===== src/smalu_pkg.sv =====
// Shared constants, codes and stage structures for the sign-magnitude ALU.
package smalu_pkg;

  localparam int unsigned MagBits = 31;
  // Front stage, one stage per quotient bit, output register.
  localparam int unsigned Latency = MagBits + 2;

  typedef logic [MagBits-1:0] mag_t;

  typedef enum logic [1:0] {
    MODE_ADD = 2'd0,
    MODE_SUB = 2'd1,
    MODE_MUL = 2'd2,
    MODE_DIV = 2'd3
  } mode_e;

  // Sideband that travels with each request through the divider stages.
  typedef struct packed {
    logic valid;
    logic is_div;
    logic div_zero;
    logic neg;
    mag_t mag;
  } meta_t;

  // Working state of the restoring divider.
  typedef struct packed {
    mag_t rem;
    mag_t dvd;
    mag_t quo;
    mag_t dsr;
  } div_t;

endpackage


===== src/smalu_front.sv =====
// Front stage: add, subtract and multiply, plus divider set-up, registered.
module smalu_front (
  input  logic                clk_i,
  input  logic                rst_ni,
  input  logic                valid_i,
  input  logic [1:0]          mode_i,
  input  logic                a_negative_i,
  input  smalu_pkg::mag_t     a_magnitude_i,
  input  logic                b_negative_i,
  input  smalu_pkg::mag_t     b_magnitude_i,
  output smalu_pkg::meta_t    meta_o,
  output smalu_pkg::div_t     div_o
);

  smalu_pkg::meta_t meta_d, meta_q;
  smalu_pkg::div_t  div_d, div_q;
  logic             b_sign;
  logic             a_ge_b;
  smalu_pkg::mag_t  sum;
  smalu_pkg::mag_t  diff_ab;
  smalu_pkg::mag_t  diff_ba;
  smalu_pkg::mag_t  prod;
  smalu_pkg::mag_t  res_mag;
  logic             res_neg;

  always_comb begin
    // Subtract is add with the second sign flipped.
    b_sign  = (smalu_pkg::mode_e'(mode_i) == smalu_pkg::MODE_SUB) ? ~b_negative_i
                                                                    : b_negative_i;
    a_ge_b  = a_magnitude_i >= b_magnitude_i;
    sum     = a_magnitude_i + b_magnitude_i;
    diff_ab = a_magnitude_i - b_magnitude_i;
    diff_ba = b_magnitude_i - a_magnitude_i;
    prod    = smalu_pkg::mag_t'(a_magnitude_i * b_magnitude_i);
    res_neg = 1'b0;
    res_mag = '0;
    unique case (smalu_pkg::mode_e'(mode_i)) inside
      smalu_pkg::MODE_ADD, smalu_pkg::MODE_SUB: begin
        if (a_negative_i == b_sign) begin
          res_mag = sum;
          res_neg = a_negative_i;
        end else if (a_ge_b) begin
          res_mag = diff_ab;
          res_neg = a_negative_i;
        end else begin
          res_mag = diff_ba;
          res_neg = b_sign;
        end
      end
      smalu_pkg::MODE_MUL: begin
        res_mag = prod;
        res_neg = a_negative_i ^ b_negative_i;
      end
      default: begin
        res_mag = '0;
        res_neg = a_negative_i ^ b_negative_i;
      end
    endcase
    meta_d.valid    = valid_i;
    meta_d.is_div   = smalu_pkg::mode_e'(mode_i) == smalu_pkg::MODE_DIV;
    meta_d.div_zero = b_magnitude_i == '0;
    meta_d.neg      = res_neg;
    meta_d.mag      = res_mag;
    div_d.rem       = '0;
    div_d.dvd       = a_magnitude_i;
    div_d.quo       = '0;
    div_d.dsr       = b_magnitude_i;
  end

  always_ff @(posedge clk_i or negedge rst_ni) begin
    if (!rst_ni) begin
      meta_q <= '0;
    end else begin
      meta_q <= meta_d;
    end
  end

  always_ff @(posedge clk_i) begin
    div_q <= div_d;
  end

  assign meta_o = meta_q;
  assign div_o  = div_q;

endmodule


===== config.mk =====
export PLATFORM = sky130hd
export DESIGN_NAME = smalu_front
export DESIGN_NICKNAME = d
export VERILOG_FILES = /design/src/smalu_pkg.sv /design/src/smalu_front.sv
export SDC_FILE = /design/constraint.sdc
export NUM_CORES = 1
export LEC_CHECK = 0
export ABC_AREA = 1
export BUFFER_PORTS_ARGS = -buffer_cell sky130_fd_sc_hd__buf_4
export CORE_UTILIZATION = 50
export CTS_CLUSTER_DIAMETER = 200
export DETAILED_ROUTE_END_ITERATION = 8
export PLACE_DENSITY_LB_ADDON = 0.3
export SYNTH_ARGS = -nofsm -noshare
export SYNTH_HDL_FRONTEND = slang
export SYNTH_SLANG_ARGS = --single-unit

===== constraint.sdc =====
create_clock -name clk_i -period 0.8 [get_ports clk_i]
set_clock_uncertainty 0.2 [all_clocks]
set_input_delay 0.12 -clock clk_i [delete_from_list [all_inputs] [get_ports clk_i]]
set_output_delay 0.12 -clock clk_i [all_outputs]
set_load 0.01 [all_outputs]

==> results summary <==
In this design, the stage delay of the slowest critical-path cell is 0.56 ns. The synthesized instance count came out at 3,480. The post-CTS clock slew at the launch and capture registers of the worst setup and hold paths is 0.08 ns. The required time at the worst-slack endpoint came out at 0.90 ns.

The routed via count came out at 26,020. The wire length of the first global-routing pass is 146,900 um. The number of global-route vias before repair came out at 26,230. Counting every sink on the clock net gives 97.

The largest vdd supply drop came out at 9356 uV. The post-synthesis cell area is 24,540 um^2. The total iterations of the first detailed-routing run came out at 5. The post-route setup TNS is -169.17 ns. The kind of cell with the highest combined delay along the critical path is adder cells. The final critical path time including I/O delays and setup came out at 6.091 ns. The average cell area after synthesis is 7.052 um^2. Counting along the longest clock path gives a buffer depth of 2. Synthesis instantiated 49 different standard cells from the library.

Of the cells placed in the final design, the portion with a size suffix greater than 1 is 0.3247. The portion of the clock cycle consumed by the worst path in the final layout is 7.614. The routability-driven placement congestion ratio is 1.048.

Across all setup checks in the final design, the least slack found is -5.291 ns. The analysis attributes to cell leakage a power of 0.01956 uW. In the layout the commonest cells are 929 x sky130_fd_sc_hd__nand2_1, 725 x sky130_fd_sc_hd__inv_1, 626 x sky130_fd_sc_hd__buf_4.

The worst path arrival time is 6.19 ns. STA classifies the critical path endpoint as a flop. The final count of hold timing violations came out at 60. At the end of the flow, the number of nets in the layout was 4,882. The number of pins exceeding their max-slew limit in the final report is 0.

Summed over all layers, the global routing overflow is 0. By instance count, the cell type seen most on the critical path is sky130_fd_sc_hd__fa_1. Measured on the finished design, the core utilization comes to 0.7321. The maximum operating frequency came out at 0.1642 GHz. The violation count after the first detailed-route iteration is 2,396. From synthesis to final layout, the design area changed by 43.33%. For this run, asynchronously set or reset flops after synthesis account for 0.3608. The final setup violation count is 130. The number of flops mapped to enable cells by yosys came out at 0. The largest fanout on the critical path came out at 5.

The share of synthesized area in the top cell type comes to 0.3124. The checks that failed: negative hold slack, negative setup slack. TritonCTS created 9 clock buffers. Synthesis inferred 97 register bits. The initial standard-cell utilization of the core is 0.5108.

In this run the vertical extent of the chip is 223.6 um. The type of the tightest min-delay check is in -> reg. The buffering stage count on the worst path with inverters included came out at 7.

In this run the power density over the cells is 5119 nW/um^2. By area the synthesized netlist is led by sky130_fd_sc_hd__fa_1 31%, sky130_fd_sc_hd__nand2_1 15%, sky130_fd_sc_hd__inv_1 12%. The maximum number of pins on one net before global-route repair came out at 33. The count of max-cap constraint violations came out at 0. The count of unresolved DRC violations after routing is 0. The run finished, with violations left. In this run the tool buffered the top-level ports with 165 buffer cells. The total core area came out at 48,050 um^2. After filler insertion, the fill cell instance count of the layout stands at 3,432.

The worst hold slack after final layout is -0.2238 ns. The count of antenna-violating nets left after detailed routing came out at 0. The biggest area contributor in the post-synthesis netlist is sky130_fd_sc_hd__fa_1. The final layout contains routed wiring with a total length of 101,400 um. In this run the number of H-tree levels came out at 3. TritonCTS built the clock tree. The vias per cell came out at 5.376.

The total of warnings raised by yosys came out at 0. The cell count along the critical path came out at 27. The initial antenna violation count came out at 1. The clock root buffer is sky130_fd_sc_hd__clkbuf_16.

The number of ports placed on the die boundary is 228. The wire length per cell after detailed routing came out at 20.96 um. The share of the Yosys chip area taken by registers is 0.08626. The slowest cell on the critical path is sky130_fd_sc_hd__fa_1. In the synthesized netlist the dominant register cell turns out to be sky130_fd_sc_hd__dfxtp_1. The die covers 49,970 um^2. STA classifies the critical path startpoint as an input port.

The number of standard-cell rows in the floorplan is 80. The worst hold path depth is 2. The placed wire-length estimate after detailed placement is 76,950 um. Setup repair after global routing could not meet its margin everywhere. In this run the horizontal extent of the chip is 223.6 um. The critical path in this run is classified as in -> reg. In the global route stage, overall resource usage came out at 0.3921. Leaving out fill and tap cells, the most frequent cell in the layout is sky130_fd_sc_hd__nand2_1.
## kinds of logic (layout without fill, tap and decap cells)
logic type               Yosys count  in the layout  synth area share
XOR/XNOR                          78             78           0.02784
buffers and inverters           1009           1693            0.1674
AO/OA/AOI/OAI                    340            340           0.07657
flip-flops                        97             97           0.08626
AND/OR/NAND/NOR                 1362           1362            0.2223
other                              1             63         0.0001528
adder cells (fa/ha/maj)          593            593            0.4195
## repair_timing
action / in CTS / in global routing
hold buffers: 10 / 1
setup buffers: 47 / 30
pin swaps: 147 / 188
gates cloned: 5 / 5
gates resized for setup: 480 / 291
endpoints found under the setup margin: 130 / 131
endpoints found under the hold margin: 98 / 63
## power breakdown
| part | switching, uW | internal, uW |
|---|---|---|
| sequential | 661 | 5870 |
| clock | 2580 | 2240 |
| combinational | 90000 | 78700 |
| total | 93200 | 86900 |
## registers in the layout, indices dropped and copies added (netlist names)
name and count:
div_o 62, meta_o 35
## cell usage after synthesis (22+ instances only)
cell type and n:
sky130_fd_sc_hd__nand3_1 123, sky130_fd_sc_hd__buf_2 25, sky130_fd_sc_hd__dfxtp_1 62, sky130_fd_sc_hd__o21ai_0 105, sky130_fd_sc_hd__clkbuf_1 86, sky130_fd_sc_hd__dfrtp_1 35, sky130_fd_sc_hd__fa_1 383, sky130_fd_sc_hd__xor2_1 72
sky130_fd_sc_hd__nor2_1 155, sky130_fd_sc_hd__nand4_1 22, sky130_fd_sc_hd__nand2_1 1010, sky130_fd_sc_hd__ha_1 210, sky130_fd_sc_hd__a21oi_1 158, sky130_fd_sc_hd__buf_4 71, sky130_fd_sc_hd__inv_1 796
## area by class of cell
cell class / instances / area (um^2) / share of cell area
antenna: 1 / 2.502 / 0.00007114
clock buffer: 10 / 239.0 / 0.006794
tap: 615 / 769.5 / 0.02188
sequential: 97 / 2198 / 0.06250
timing repair inverter: 2 / 12.51 / 0.0003557
multi-input combinational: 2435 / 20830 / 0.5922
inverter: 803 / 3040 / 0.08643
timing repair buffer: 872 / 8035 / 0.2284
clock inverter: 6 / 47.55 / 0.001352
## worst paths after layout
| check | from | slack, ns | to |
|---|---|---|---|
| min | a_magnitude_i[17] | -0.22 | div_o[79] |
| max | b_magnitude_i[8] | -5.29 | meta_o[27] |
| min in group asynchronous | rst_ni | -0.11 | meta_o[4] |
| max in group asynchronous | rst_ni | 0.14 | meta_o[26] |
## per-stage QoR
stage	hold slack [ns]	instance area [um^2]	power, uW	setup WS, ns	cells
finish	-0.2238	35180	180100	-5.291	4841
global route	-0.2338	35180	185900	-5.428	4841
CTS	-0.2293	33930	160400	-5.044	4818
detailed placement	-0.2348	31260	132400	-5.630	4748
global placement	-0.2357	31260	131400	-5.578	4748
floorplan	-0.3756	26150	92360	-5.284	3541
## routing by layer
layer | share of wire | vias up | global-route usage
met1 | 0.37 | 12380 | 0.4853
met2 | 0.46 | 1546 | 0.6381
met4 | 0.079 | 0 | 0.2331
li1 | - | 11660 | -
met5 | 0 | - | 0
met3 | 0.097 | 437 | 0.07437
(Power assumes the default switching activity.)
