**config.mk**
```make
export PLATFORM = sky130hd
export DESIGN_NAME = smalu_div_stage
export DESIGN_NICKNAME = d
export VERILOG_FILES = /design/src/smalu_pkg.sv /design/src/smalu_div_stage.sv
export SDC_FILE = /design/constraint.sdc
export NUM_CORES = 1
export LEC_CHECK = 0
export ABC_CLOCK_PERIOD_IN_PS = 800
export CAP_MARGIN = 15
export CORE_AREA = 2 2 124 126
export DETAILED_ROUTE_END_ITERATION = 10
export DIE_AREA = 0 0 126 128
export DONT_BUFFER_PORTS = 1
export HOLD_SLACK_MARGIN = 0.08
export PLACE_DENSITY = 0.63
export SYNTH_ARGS = -nofsm -noshare
export SYNTH_HDL_FRONTEND = slang
export SYNTH_SLANG_ARGS = --single-unit
export TNS_END_PERCENT = 100
```
**constraint.sdc**
```tcl
create_clock -name clk_i -period 0.8 [get_ports clk_i]
set_input_delay 0.16 -clock clk_i [delete_from_list [all_inputs] [get_ports clk_i]]
set_output_delay 0.16 -clock clk_i [all_outputs]
set_load 0.02 [all_outputs]
```
**src/smalu_pkg.sv**
```systemverilog
// Shared constants, codes and stage structures for the sign-magnitude ALU.
package smalu_pkg;

  localparam int unsigned MagBits = 31;
  // Front stage, one stage per quotient bit, output register.
  localparam int unsigned Latency = MagBits + 2;

  typedef logic [MagBits-1:0] mag_t;

  typedef enum logic [1:0] {
    MODE_ADD = 2'd0,
    MODE_SUB = 2'd1,
    MODE_MUL = 2'd2,
    MODE_DIV = 2'd3
  } mode_e;

  // Sideband that travels with each request through the divider stages.
  typedef struct packed {
    logic valid;
    logic is_div;
    logic div_zero;
    logic neg;
    mag_t mag;
  } meta_t;

  // Working state of the restoring divider.
  typedef struct packed {
    mag_t rem;
    mag_t dvd;
    mag_t quo;
    mag_t dsr;
  } div_t;

endpackage

```
**src/smalu_div_stage.sv**
```systemverilog
// One restoring-division step: a quotient bit per stage, sideband carried along.
module smalu_div_stage (
  input  logic              clk_i,
  input  logic              rst_ni,
  input  smalu_pkg::meta_t  meta_i,
  input  smalu_pkg::div_t   div_i,
  output smalu_pkg::meta_t  meta_o,
  output smalu_pkg::div_t   div_o
);

  smalu_pkg::meta_t           meta_q;
  smalu_pkg::div_t            div_d, div_q;
  logic [smalu_pkg::MagBits:0] trial;
  logic                        fits;

  always_comb begin
    // Bring down the next dividend bit and try the divisor.
    trial     = {div_i.rem, div_i.dvd[smalu_pkg::MagBits-1]};
    fits      = trial >= {1'b0, div_i.dsr};
    div_d.rem = fits ? smalu_pkg::mag_t'(trial - {1'b0, div_i.dsr})
                     : smalu_pkg::mag_t'(trial);
    div_d.dvd = {div_i.dvd[smalu_pkg::MagBits-2:0], 1'b0};
    div_d.quo = {div_i.quo[smalu_pkg::MagBits-2:0], fits};
    div_d.dsr = div_i.dsr;
  end

  always_ff @(posedge clk_i or negedge rst_ni) begin
    if (!rst_ni) begin
      meta_q <= '0;
    end else begin
      meta_q <= meta_i;
    end
  end

  always_ff @(posedge clk_i) begin
    div_q <= div_d;
  end

  assign meta_o = meta_q;
  assign div_o  = div_q;

endmodule

```
==> results of run 1 <==
==> flip-flops by register name (all words and copies together) (netlist names) <==
register  flops
div_o       123
meta_o       35
==> cell families after synthesis <==
kind of cell,Yosys count,synth area share
other cells,1,0.0006829
compound gates,121,0.1356
buf+inv,55,0.04397
fa+ha+maj,32,0.07428
flops,158,0.6079
mux,1,0.002733
xor+xnor,23,0.03668
simple gates,116,0.09820
==> power by group through the flow <==
stage | Combinational [mW] | Clock [mW] | Sequential [mW]
floorplan | 1.55 | 0 | 9.77
global placement | 2.61 | 0 | 9.96
detailed placement | 2.63 | 0 | 9.95
CTS | 3.57 | 8.21 | 9.83
global route | 4.23 | 8.66 | 9.88
finish | 3.92 | 8.17 | 9.85
==> cell type report <==
| cell class | count | share of cell area |
|---|---|---|
| flip-flops and latches | 158 | 0.3887 |
| repair buffers | 278 | 0.2580 |
| clock inverters | 13 | 0.01527 |
| multi-input cells | 294 | 0.2475 |
| well taps | 188 | 0.02392 |
| inverters | 42 | 0.02036 |
| clock buffers | 19 | 0.04619 |
==> cell usage after synthesis, drive strengths merged (3+ instances only) <==
cell	count
buf	9
inv	42
nor3	5
nor2b	4
nand2	35
o211a	3
o21ai	27
ha	31
o31ai	3
o21bai	5
xnor2	11
a21o	5
and2	5
dfrtp	35
a211o	3
nand2b	4
nor4	3
dfxtp	123
xor2	12
nand3	5
o211ai	4
nand4	5
a21oi	49
a211oi	7
clkbuf	4
nor2	42
==> metal layers <==
metal | GRT usage | routed length [um] | vias to the layer above
li1 | - | - | 2298
met1 | 0.2810 | 8030 | 2390
met2 | 0.4529 | 10850 | 248
met3 | 0.07763 | 1491 | 58
met4 | 0.1189 | 877 | 2
met5 | 0.03715 | 80 | -
==> stage by stage <==
stage / total power, mW / utilization
global route: 22.77 / 0.6615
finish: 21.94 / 0.6615
floorplan: 11.32 / -
global placement: 12.57 / 0.4464
CTS: 21.61 / 0.6434
detailed placement: 12.59 / 0.4464
==> timing repair <==
action / 4_1_cts / 5_1_grt
hold buffers: 152 / 1
gates resized for setup: 327 / 38
cloned: 1 / 1
buffers inserted: 5 / 7
hold endpoints to repair: 192 / 40
pin swaps: 35 / 22
endpoints found under the setup margin: 190 / 190
==> final timing paths <==
| path | from | end | cells after the start | slack, ps |
|---|---|---|---|---|
| worst max-delay path | div_i[117] | div_o[99]$_DFF_P_ | 10 | -990 |
| worst min-delay path | rst_ni | meta_o[21]$_DFF_PN0_ | 0 | -580 |
| max in group asynchronous | rst_ni | meta_o[10]$_DFF_PN0_ | 0 | 1290 |
| min in group clk_i | div_i[1] | div_o[1]$_DFF_P_ | 0 | -250 |
==> flow_metrics.py, run 1 <==
metrics = {
    "routing": {
        "wl_um": 21330,
        "drtAntennaViolNets": 0,
        "via_per_inst": 5.036,
        "drc": 0,
        "avgRoutedWirePerCell_um": 21.51,
        "drt_pass1_iterations": 5,
        "drt_iter0_drc": 281,
        "num_vias": 4996,
    },
    "setup_path": {
        "critical_path_class": "in -> reg",
        "end_kind": "flip-flop",
        "crit_arrival_ps": 2130,
        "start_kind": "input port",
        "crit_path_frequent_cell": "a21o_1",
        "crit_required_ps": 1140,
        "critPathSlowestCell": "a2111oi_4",
        "crit_buf_inv": 2,
        "cp_max_fo": 10,
        "critPathTopFamily": "compound AO/OA/AOI/OAI gates",
        "cp_cell_sequence": "ha_4 > a21o_1 > a21o_1 > a2111oi_4 > nor3_2 > a211o_1 > nor2_4 > inv_6 > clkbuf_16 > a21oi_2",
        "cpPeakStageDelay_ps": 310,
    },
    "final_layout": {
        "stdcell_area_um2": 9833,
        "multiInputGateArea_um2": 2434,
        "stdcell_count": 992,
        "area_growth_pct": 79.06,
        "antenna_cells": 0,
        "nNetsFinal": 984,
        "layout_common_cells": "dlygate4sd3_1, dfxtp_4, buf_4",
        "drive_gt1_frac": 0.4851,
        "fillCellCount": 1088,
        "seqCellArea_um2": 3822,
        "final_common_cell": "dlygate4sd3_1",
    },
    "sta": {
        "fin_crit_sh": 2.239,
        "fin_hold_ws_ps": -582.5,
        "tns_ps": -58350,
        "rsz0062_at_grt": "true",
        "min_period_ps": 1791,
        "tightestPinTransition_ps": 523.0,
        "slew_violations": 0,
        "fmax_mhz": 558.3,
        "relSlewSlack": 0.6477,
        "fin_ws_ps": -991.0,
        "finalHoldViolations": 39,
        "setup_viol": 190,
    },
    "pwr": {
        "p_clk_frac": 0.373,
        "intPower_mw": 15.40,
        "p_leak_nw": 4.091,
        "power.net_switching_mw": 6.538,
        "netSwitchingFraction": 0.2980,
        "p_per_area_nw_per_um2": 2231,
        "irDropWorstVdd_mv": 1.489,
        "seq_power_share": 0.449,
        "p_comb_frac": 0.179,
    },
    "grt": {
        "grt_pass1_wl_um": 30950,
        "grt_use_total": 0.2566,
        "overflow": 0,
        "grt_max_degree": 36,
        "first_global_vias": 5291,
        "antenna_found_initial": 0,
    },
    "synth": {
        "syn-num-nets": 700,
        "synth-edff-count": 0,
        "yosysSeqAreaShare": 0.6079,
        "synth-async-reset-ratio": 0.2215,
        "synth_top_area_frac": 0.4484,
        "synth-seq-cells": 158,
        "ys.flop_type": "dfxtp_1",
        "avgSynthCellArea_um2": 10.83,
        "synthTopCellsByArea": "dfxtp_1, dfrtp_1, ha_1",
        "synth_area_leader_cell": "dfxtp_1",
        "syn_area_um2": 5492,
        "synthCells": 507,
        "synth_cell_types": 50,
        "yosysWarnings": 0,
    },
    "run_status": {
        "violations": "negative hold slack, negative setup slack",
        "outcome": "complete, but fails checks",
    },
    "floorplan": {
        "initial_core_util": 0.3694,
        "io_pins": 320,
        "core_um2": 14860,
        "die-area_um2": 16130,
        "die_y_um": 128,
        "dieWidth_um": 126,
        "rows": 45,
    },
    "clocking": {
        "cts-root-buf": "clkbuf_16",
        "clk_pin_slew_worst_paths_ps": 70,
        "clock_path_buffers": 2,
        "cts_buffers": 17,
        "cts_tree": "built",
        "h-tree-depth": 4,
        "cts.sinks": 158,
    },
    "min_path": {
        "hp-class": "in -> async",
    },
    "placed_design": {
        "gp_congestion": 0.8918,
        "dp_hpwl_um": 13520,
        "placed_area_um2": 6635,
        "placed_cells": 793,
        "dpl_worst_slack_ps": -1598,
        "place.port_buffers": 0,
    },
    "job": {
        "maxCapViolations": 0,
    },
}
(Power assumes the default switching activity.)
==> run 2: changes to the inputs <==
ABC_AREA = 1   (was not set)
CORE_AREA = 2 2 125 127   (was 2 2 124 126)
DIE_AREA = 0 0 127 129   (was 0 0 126 128)
PLACE_DENSITY = 0.68   (was 0.63)
==> flow_metrics.py, run 2 <==
metrics = {
    "sta": {
        "rsz0062_at_grt": "true",
        "fin_ws_ps": -663.0,
        "finalHoldViolations": 38,
        "min_period_ps": 1463,
        "slew_violations": 0,
        "fin_hold_ws_ps": -578.6,
        "fmax_mhz": 683.5,
        "fin_crit_sh": 1.829,
        "setup_viol": 190,
    },
    "synth": {
        "ys.flop_type": "dfxtp_1",
        "synthCells": 789,
        "synth_cell_types": 30,
        "yosysSeqAreaShare": 0.5332,
        "avgSynthCellArea_um2": 7.935,
        "synth_top_area_frac": 0.3933,
        "syn-num-nets": 982,
        "yosysWarnings": 0,
        "synth-seq-cells": 158,
        "synth-edff-count": 0,
        "synth-async-reset-ratio": 0.2215,
        "netlist_top_cells_count": "nand2_1, inv_1, dfxtp_1",
        "syn_area_um2": 6261,
        "synthTopCellsByArea": "dfxtp_1, nand2_1, dfrtp_1",
        "synth_area_leader_cell": "dfxtp_1",
        "synthMostInstantiatedCell": "nand2_1",
    },
    "pwr": {
        "intPower_mw": 15.00,
        "irDropWorstVdd_mv": 1.395,
        "p_comb_frac": 0.202,
        "power.net_switching_mw": 6.858,
        "p_per_area_nw_per_um2": 2065,
        "netSwitchingFraction": 0.3137,
        "seq_power_share": 0.448,
        "p_leak_nw": 5.129,
        "p_clk_frac": 0.350,
    },
    "setup_path": {
        "start_kind": "input port",
        "critical_path_class": "in -> reg",
        "crit_arrival_ps": 1780,
        "crit_required_ps": 1120,
        "cp_max_fo": 3,
        "end_kind": "flip-flop",
    },
    "placed_design": {
        "dp_hpwl_um": 15060,
        "placed_area_um2": 7194,
        "place.port_buffers": 0,
        "dpl_worst_slack_ps": -1054,
        "gp_congestion": 0.9619,
    },
    "min_path": {
        "hp-class": "in -> async",
    },
    "grt": {
        "antenna_found_initial": 3,
        "grt_pass1_wl_um": 33730,
        "grt_use_total": 0.2768,
        "first_global_vias": 6169,
        "overflow": 0,
        "grt_max_degree": 36,
    },
    "clocking": {
        "cts_buffers": 17,
        "cts.sinks": 158,
        "cts-root-buf": "clkbuf_16",
        "clk_pin_slew_worst_paths_ps": 70,
        "clock_path_buffers": 2,
        "cts_tree": "built",
        "h-tree-depth": 4,
    },
    "final_layout": {
        "drive_gt1_frac": 0.3807,
        "nNetsFinal": 1249,
        "fillCellCount": 1051,
        "largest_reg_flops": 123,
        "stdcell_area_um2": 10590,
        "final_common_cell": "nand2_1",
        "area_growth_pct": 69.07,
        "layout_common_cells": "nand2_1, dlygate4sd3_1, inv_1",
    },
    "routing": {
        "num_vias": 6108,
        "via_per_inst": 4.848,
        "drt_iter0_drc": 429,
        "drt_pass1_iterations": 5,
        "drtAntennaViolNets": 0,
        "drc": 0,
        "avgRoutedWirePerCell_um": 19.45,
        "wl_um": 24510,
    },
    "floorplan": {
        "rows": 45,
        "initial_core_util": 0.4180,
        "die_y_um": 129,
        "io_pins": 320,
        "core_um2": 14980,
        "die-area_um2": 16380,
        "dieWidth_um": 127,
    },
    "run_status": {
        "violations": "negative hold slack, negative setup slack",
        "outcome": "complete, but fails checks",
    },
    "job": {
        "maxCapViolations": 0,
    },
}
## run 2: cell count changes after synthesis, sizes merged, moves of 5 or more
cell / before / now
a21oi: 49 / 17
a211oi: 7 / 0
nand3: 5 / 43
o21ai: 27 / 3
a21o: 5 / 0
nand2: 35 / 295
inv: 42 / 155
xnor2: 11 / 1
## run 2: worst max-delay path, cell delays in order
cell	delay (ps)
inv_1	60
ha_4	300
buf_4	110
nand2_1	70
inv_1	130
nand2_1	120
nor3_2	250
buf_4	150
nand3_1	120
nand3_1	100
nand2_1	70
nand3_2	80
nand2_1	50
## run 2: cell type report
type,instances,area (um2),share of cell area
diodes,3,7.507,0.0007092
clock buffers,20,456.7,0.04314
clock inverters,12,98.84,0.009338
inverters,155,600.6,0.05674
multi-input cells,469,2894,0.2734
flip-flops and latches,158,3837,0.3625
well taps,188,235.2,0.02222
repair buffers,255,2455,0.2319
## run 2: what timing repair did
action	in CTS	in global routing
resized for setup	280	121
hold buffers	152	2
pin swaps	15	39
setup buffers	5	3
endpoints found under the hold margin	192	40
endpoints found under the setup margin	190	190
cloned	2	3
## run 2: cells by family (layout without fill, tap and decap cells)
family	Yosys count	count (layout)	share of synthesized area
AND/OR/NAND/NOR	399	399	0.2604
buffers and inverters	162	442	0.1009
flip-flops	158	158	0.5332
adder cells (fa/ha/maj)	32	32	0.06515
AO/OA/AOI/OAI	23	23	0.02018
XOR/XNOR	14	14	0.01958
other	1	4	0.0005989
## run 2: final timing paths
kind                                         to  slack [ps]      start
min in group clk_i             div_o[0]$_DFF_P_        -240   div_i[0]
worst min-delay path       meta_o[30]$_DFF_PN0_        -580     rst_ni
worst max-delay path         div_o[114]$_DFF_P_        -660  div_i[11]
max in group asynchronous  meta_o[14]$_DFF_PN0_        1280     rst_ni
## run 2: stage by stage
step | setup TNS [ps] | util | std cells | power, mW
2_1_floorplan | -29710 | - | 789 | 11.45
3_3_place_gp | -31330 | 0.4804 | 1058 | 12.65
3_5_place_dp | -32740 | 0.4804 | 1058 | 12.68
4_1_cts | -47170 | 0.6665 | 1249 | 21.12
5_1_grt | -51570 | 0.7064 | 1258 | 22.73
6_report | -46970 | 0.7068 | 1260 | 21.86
## run 2: power groups by stage
stage / clock [mW] / sequential (mW) / combinational (mW)
floorplan: 0 / 9.73 / 1.72
global placement: 0 / 9.91 / 2.74
detailed placement: 0 / 9.90 / 2.78
CTS: 7.72 / 9.76 / 3.65
global route: 8.13 / 9.83 / 4.77
finish: 7.66 / 9.79 / 4.41
## run 2: per-layer routing
metal,part of all wire,vias up,wire length (um),GRT usage
li1,-,2884,-,-
met2,0.50,350,12170,0.4956
met1,0.38,2794,9383,0.3108
met3,0.082,80,2008,0.07942
met5,0,-,0,0
met4,0.039,0,948,0.1138
==> run 3: changes to the inputs <==
--- a/config.mk
+++ b/config.mk
@@ -7,11 +7,10 @@
 export LEC_CHECK = 0
-export ABC_AREA = 1
 export ABC_CLOCK_PERIOD_IN_PS = 800
 export CAP_MARGIN = 15
-export CORE_AREA = 2 2 125 127
+export CORE_AREA = 2 2 124 126
 export DETAILED_ROUTE_END_ITERATION = 10
-export DIE_AREA = 0 0 127 129
+export DIE_AREA = 0 0 126 128
 export DONT_BUFFER_PORTS = 1
 export HOLD_SLACK_MARGIN = 0.08
-export PLACE_DENSITY = 0.68
+export PLACE_DENSITY = 0.63
 export SYNTH_ARGS = -nofsm -noshare
==> constraint.sdc (replaced) <==
create_clock -name clk_i -period 0.8 [get_ports clk_i]
set_input_delay 0.24 -clock clk_i [delete_from_list [all_inputs] [get_ports clk_i]]
set_output_delay 0.24 -clock clk_i [all_outputs]
set_load 0.02 [all_outputs]
==> flow_metrics.py, run 3 (synthesis gave the netlist of run 1 again) <==
metrics = {
    "grt": {
        "grt_max_degree": 36,
        "grt_pass1_wl_um": 30710,
        "grt_use_total": 0.2546,
        "first_global_vias": 5281,
        "overflow": 0,
        "antenna_found_initial": 0,
    },
    "job": {
        "maxCapViolations": 0,
    },
    "pwr": {
        "irDropWorstVdd_mv": 1.744,
        "p_leak_nw": 4.076,
        "p_per_area_nw_per_um2": 2224,
    },
    "floorplan": {
        "io_pins": 320,
        "die-area_um2": 16130,
        "dieWidth_um": 126,
        "die_y_um": 128,
        "rows": 45,
        "core_um2": 14860,
        "initial_core_util": 0.3694,
    },
    "clocking": {
        "cts_tree": "built",
        "h-tree-depth": 4,
        "hold_buffers": 154,
        "cts_buffers": 17,
        "cts.sinks": 158,
        "clock_path_buffers": 2,
        "cts-root-buf": "clkbuf_16",
        "clk_pin_slew_worst_paths_ps": 70,
    },
    "routing": {
        "drt_pass1_iterations": 4,
        "avgRoutedWirePerCell_um": 20.92,
        "num_vias": 4899,
        "drtAntennaViolNets": 0,
        "drc": 0,
        "wl_um": 20690,
        "drt_iter0_drc": 160,
        "via_per_inst": 4.953,
    },
    "setup_path": {
        "crit_required_ps": 1130,
        "start_kind": "input port",
        "cp_max_fo": 8,
        "crit_arrival_ps": 2210,
        "critPathSlowestCell": "a2111oi_4",
        "critical_path_class": "in -> reg",
        "crit_path_frequent_cell": "a21o_1",
        "cpPeakStageDelay_ps": 320,
        "cp_cell_sequence": "inv_12 > ha_4 > a21o_1 > a21o_1 > a2111oi_4 > nor3_2 > a211o_1 > nor2_4 > inv_6 > buf_6 > a31o_2",
        "end_kind": "flip-flop",
    },
    "run_status": {
        "outcome": "complete, but fails checks",
        "violations": "negative hold slack, negative setup slack",
    },
    "final_layout": {
        "drive_gt1_frac": 0.4856,
        "final_common_cell": "dlygate4sd3_1",
        "layout_common_cells": "dlygate4sd3_1, dfxtp_4, buf_4",
        "antenna_cells": 0,
        "nNetsFinal": 981,
        "stdcell_area_um2": 9789,
        "area_growth_pct": 78.26,
        "largest_reg_flops": 123,
    },
    "sta": {
        "fin_ws_ps": -1085,
        "fmax_mhz": 530.6,
        "min_period_ps": 1885,
        "setup_viol": 190,
        "fin_hold_ws_ps": -506.0,
        "fin_crit_sh": 2.356,
        "finalHoldViolations": 38,
        "slew_violations": 0,
        "rsz0062_at_grt": "true",
        "tightestPinTransition_ps": 497.3,
        "relSlewSlack": 0.6649,
    },
    "placed_design": {
        "placed_area_um2": 6655,
        "place.port_buffers": 0,
        "dp_hpwl_um": 13530,
        "gp_congestion": 0.8925,
    },
    "min_path": {
        "hp-class": "in -> async",
    },
}
-- run 3: layout make-up --
cell class                      count  area [um2]
Clock buffer                       19       454.2
Sequential cell                   158        3836
Fill cell                        1087        5075
Clock inverter                     13       150.1
Multi-Input combinational cell    294        2380
Tap cell                          188       235.2
Timing Repair Buffer              275        2534
Inverter                           42       200.2
-- run 3: stage by stage --
stage	utilization	instances	total power [mW]	setup slack (ps)	setup TNS [ps]
6_report	0.6586	989	21.77	-1085	-74620
5_1_grt	0.6586	989	22.66	-1170	-81010
4_1_cts	0.6502	988	21.65	-1096	-76700
3_5_place_dp	0.4477	794	12.60	-1715	-50410
3_3_place_gp	0.4477	794	12.58	-1724	-49140
2_1_floorplan	-	507	11.32	-1445	-44110
-- run 3: path summary, 6_finish.rpt --
kind | startpoint | end | slack [ps] | depth (start not counted)
worst min-delay path | rst_ni | meta_o[33]$_DFF_PN0_ | -510 | 0
min in group clk_i | div_i[1] | div_o[1]$_DFF_P_ | -170 | 0
max in group asynchronous | rst_ni | meta_o[13]$_DFF_PN0_ | 1200 | 0
worst max-delay path | div_i[25] | div_o[118]$_DFF_P_ | -1080 | 11
-- run 3: power breakdown --
part           switching (mW)  total, mW  internal [mW]
Sequential               1.22       9.85           8.63
Combinational            1.67       3.80           2.13
Clock                    3.53       8.12           4.59
-- run 3: timing repair --
| action | 4_1_cts | 5_1_grt |
|---|---|---|
| hold endpoints to repair | 192 | 39 |
| cloned | 1 | 0 |
| endpoints found under the setup margin | 190 | 190 |
| pin swaps | 32 | 10 |
| buffers inserted | 7 | 1 |
| gates resized for setup | 341 | 34 |
-- run 3: metal layers --
| metal | global-route usage | routed length [um] | up-vias |
|---|---|---|---|
| met3 | 0.09432 | 1607 | 33 |
| met5 | 0 | 0 | - |
| met2 | 0.4526 | 10740 | 222 |
| met1 | 0.2778 | 7837 | 2358 |
| met4 | 0.09502 | 504 | 0 |
| li1 | - | - | 2286 |
-- run 3: critical path: cells and delay by family --
family	cells	cell delay (ps)
buffers and inverters	3	230
adder cells (fa/ha/maj)	1	220
AND/OR/NAND/NOR	2	270
AO/OA/AOI/OAI	5	1230
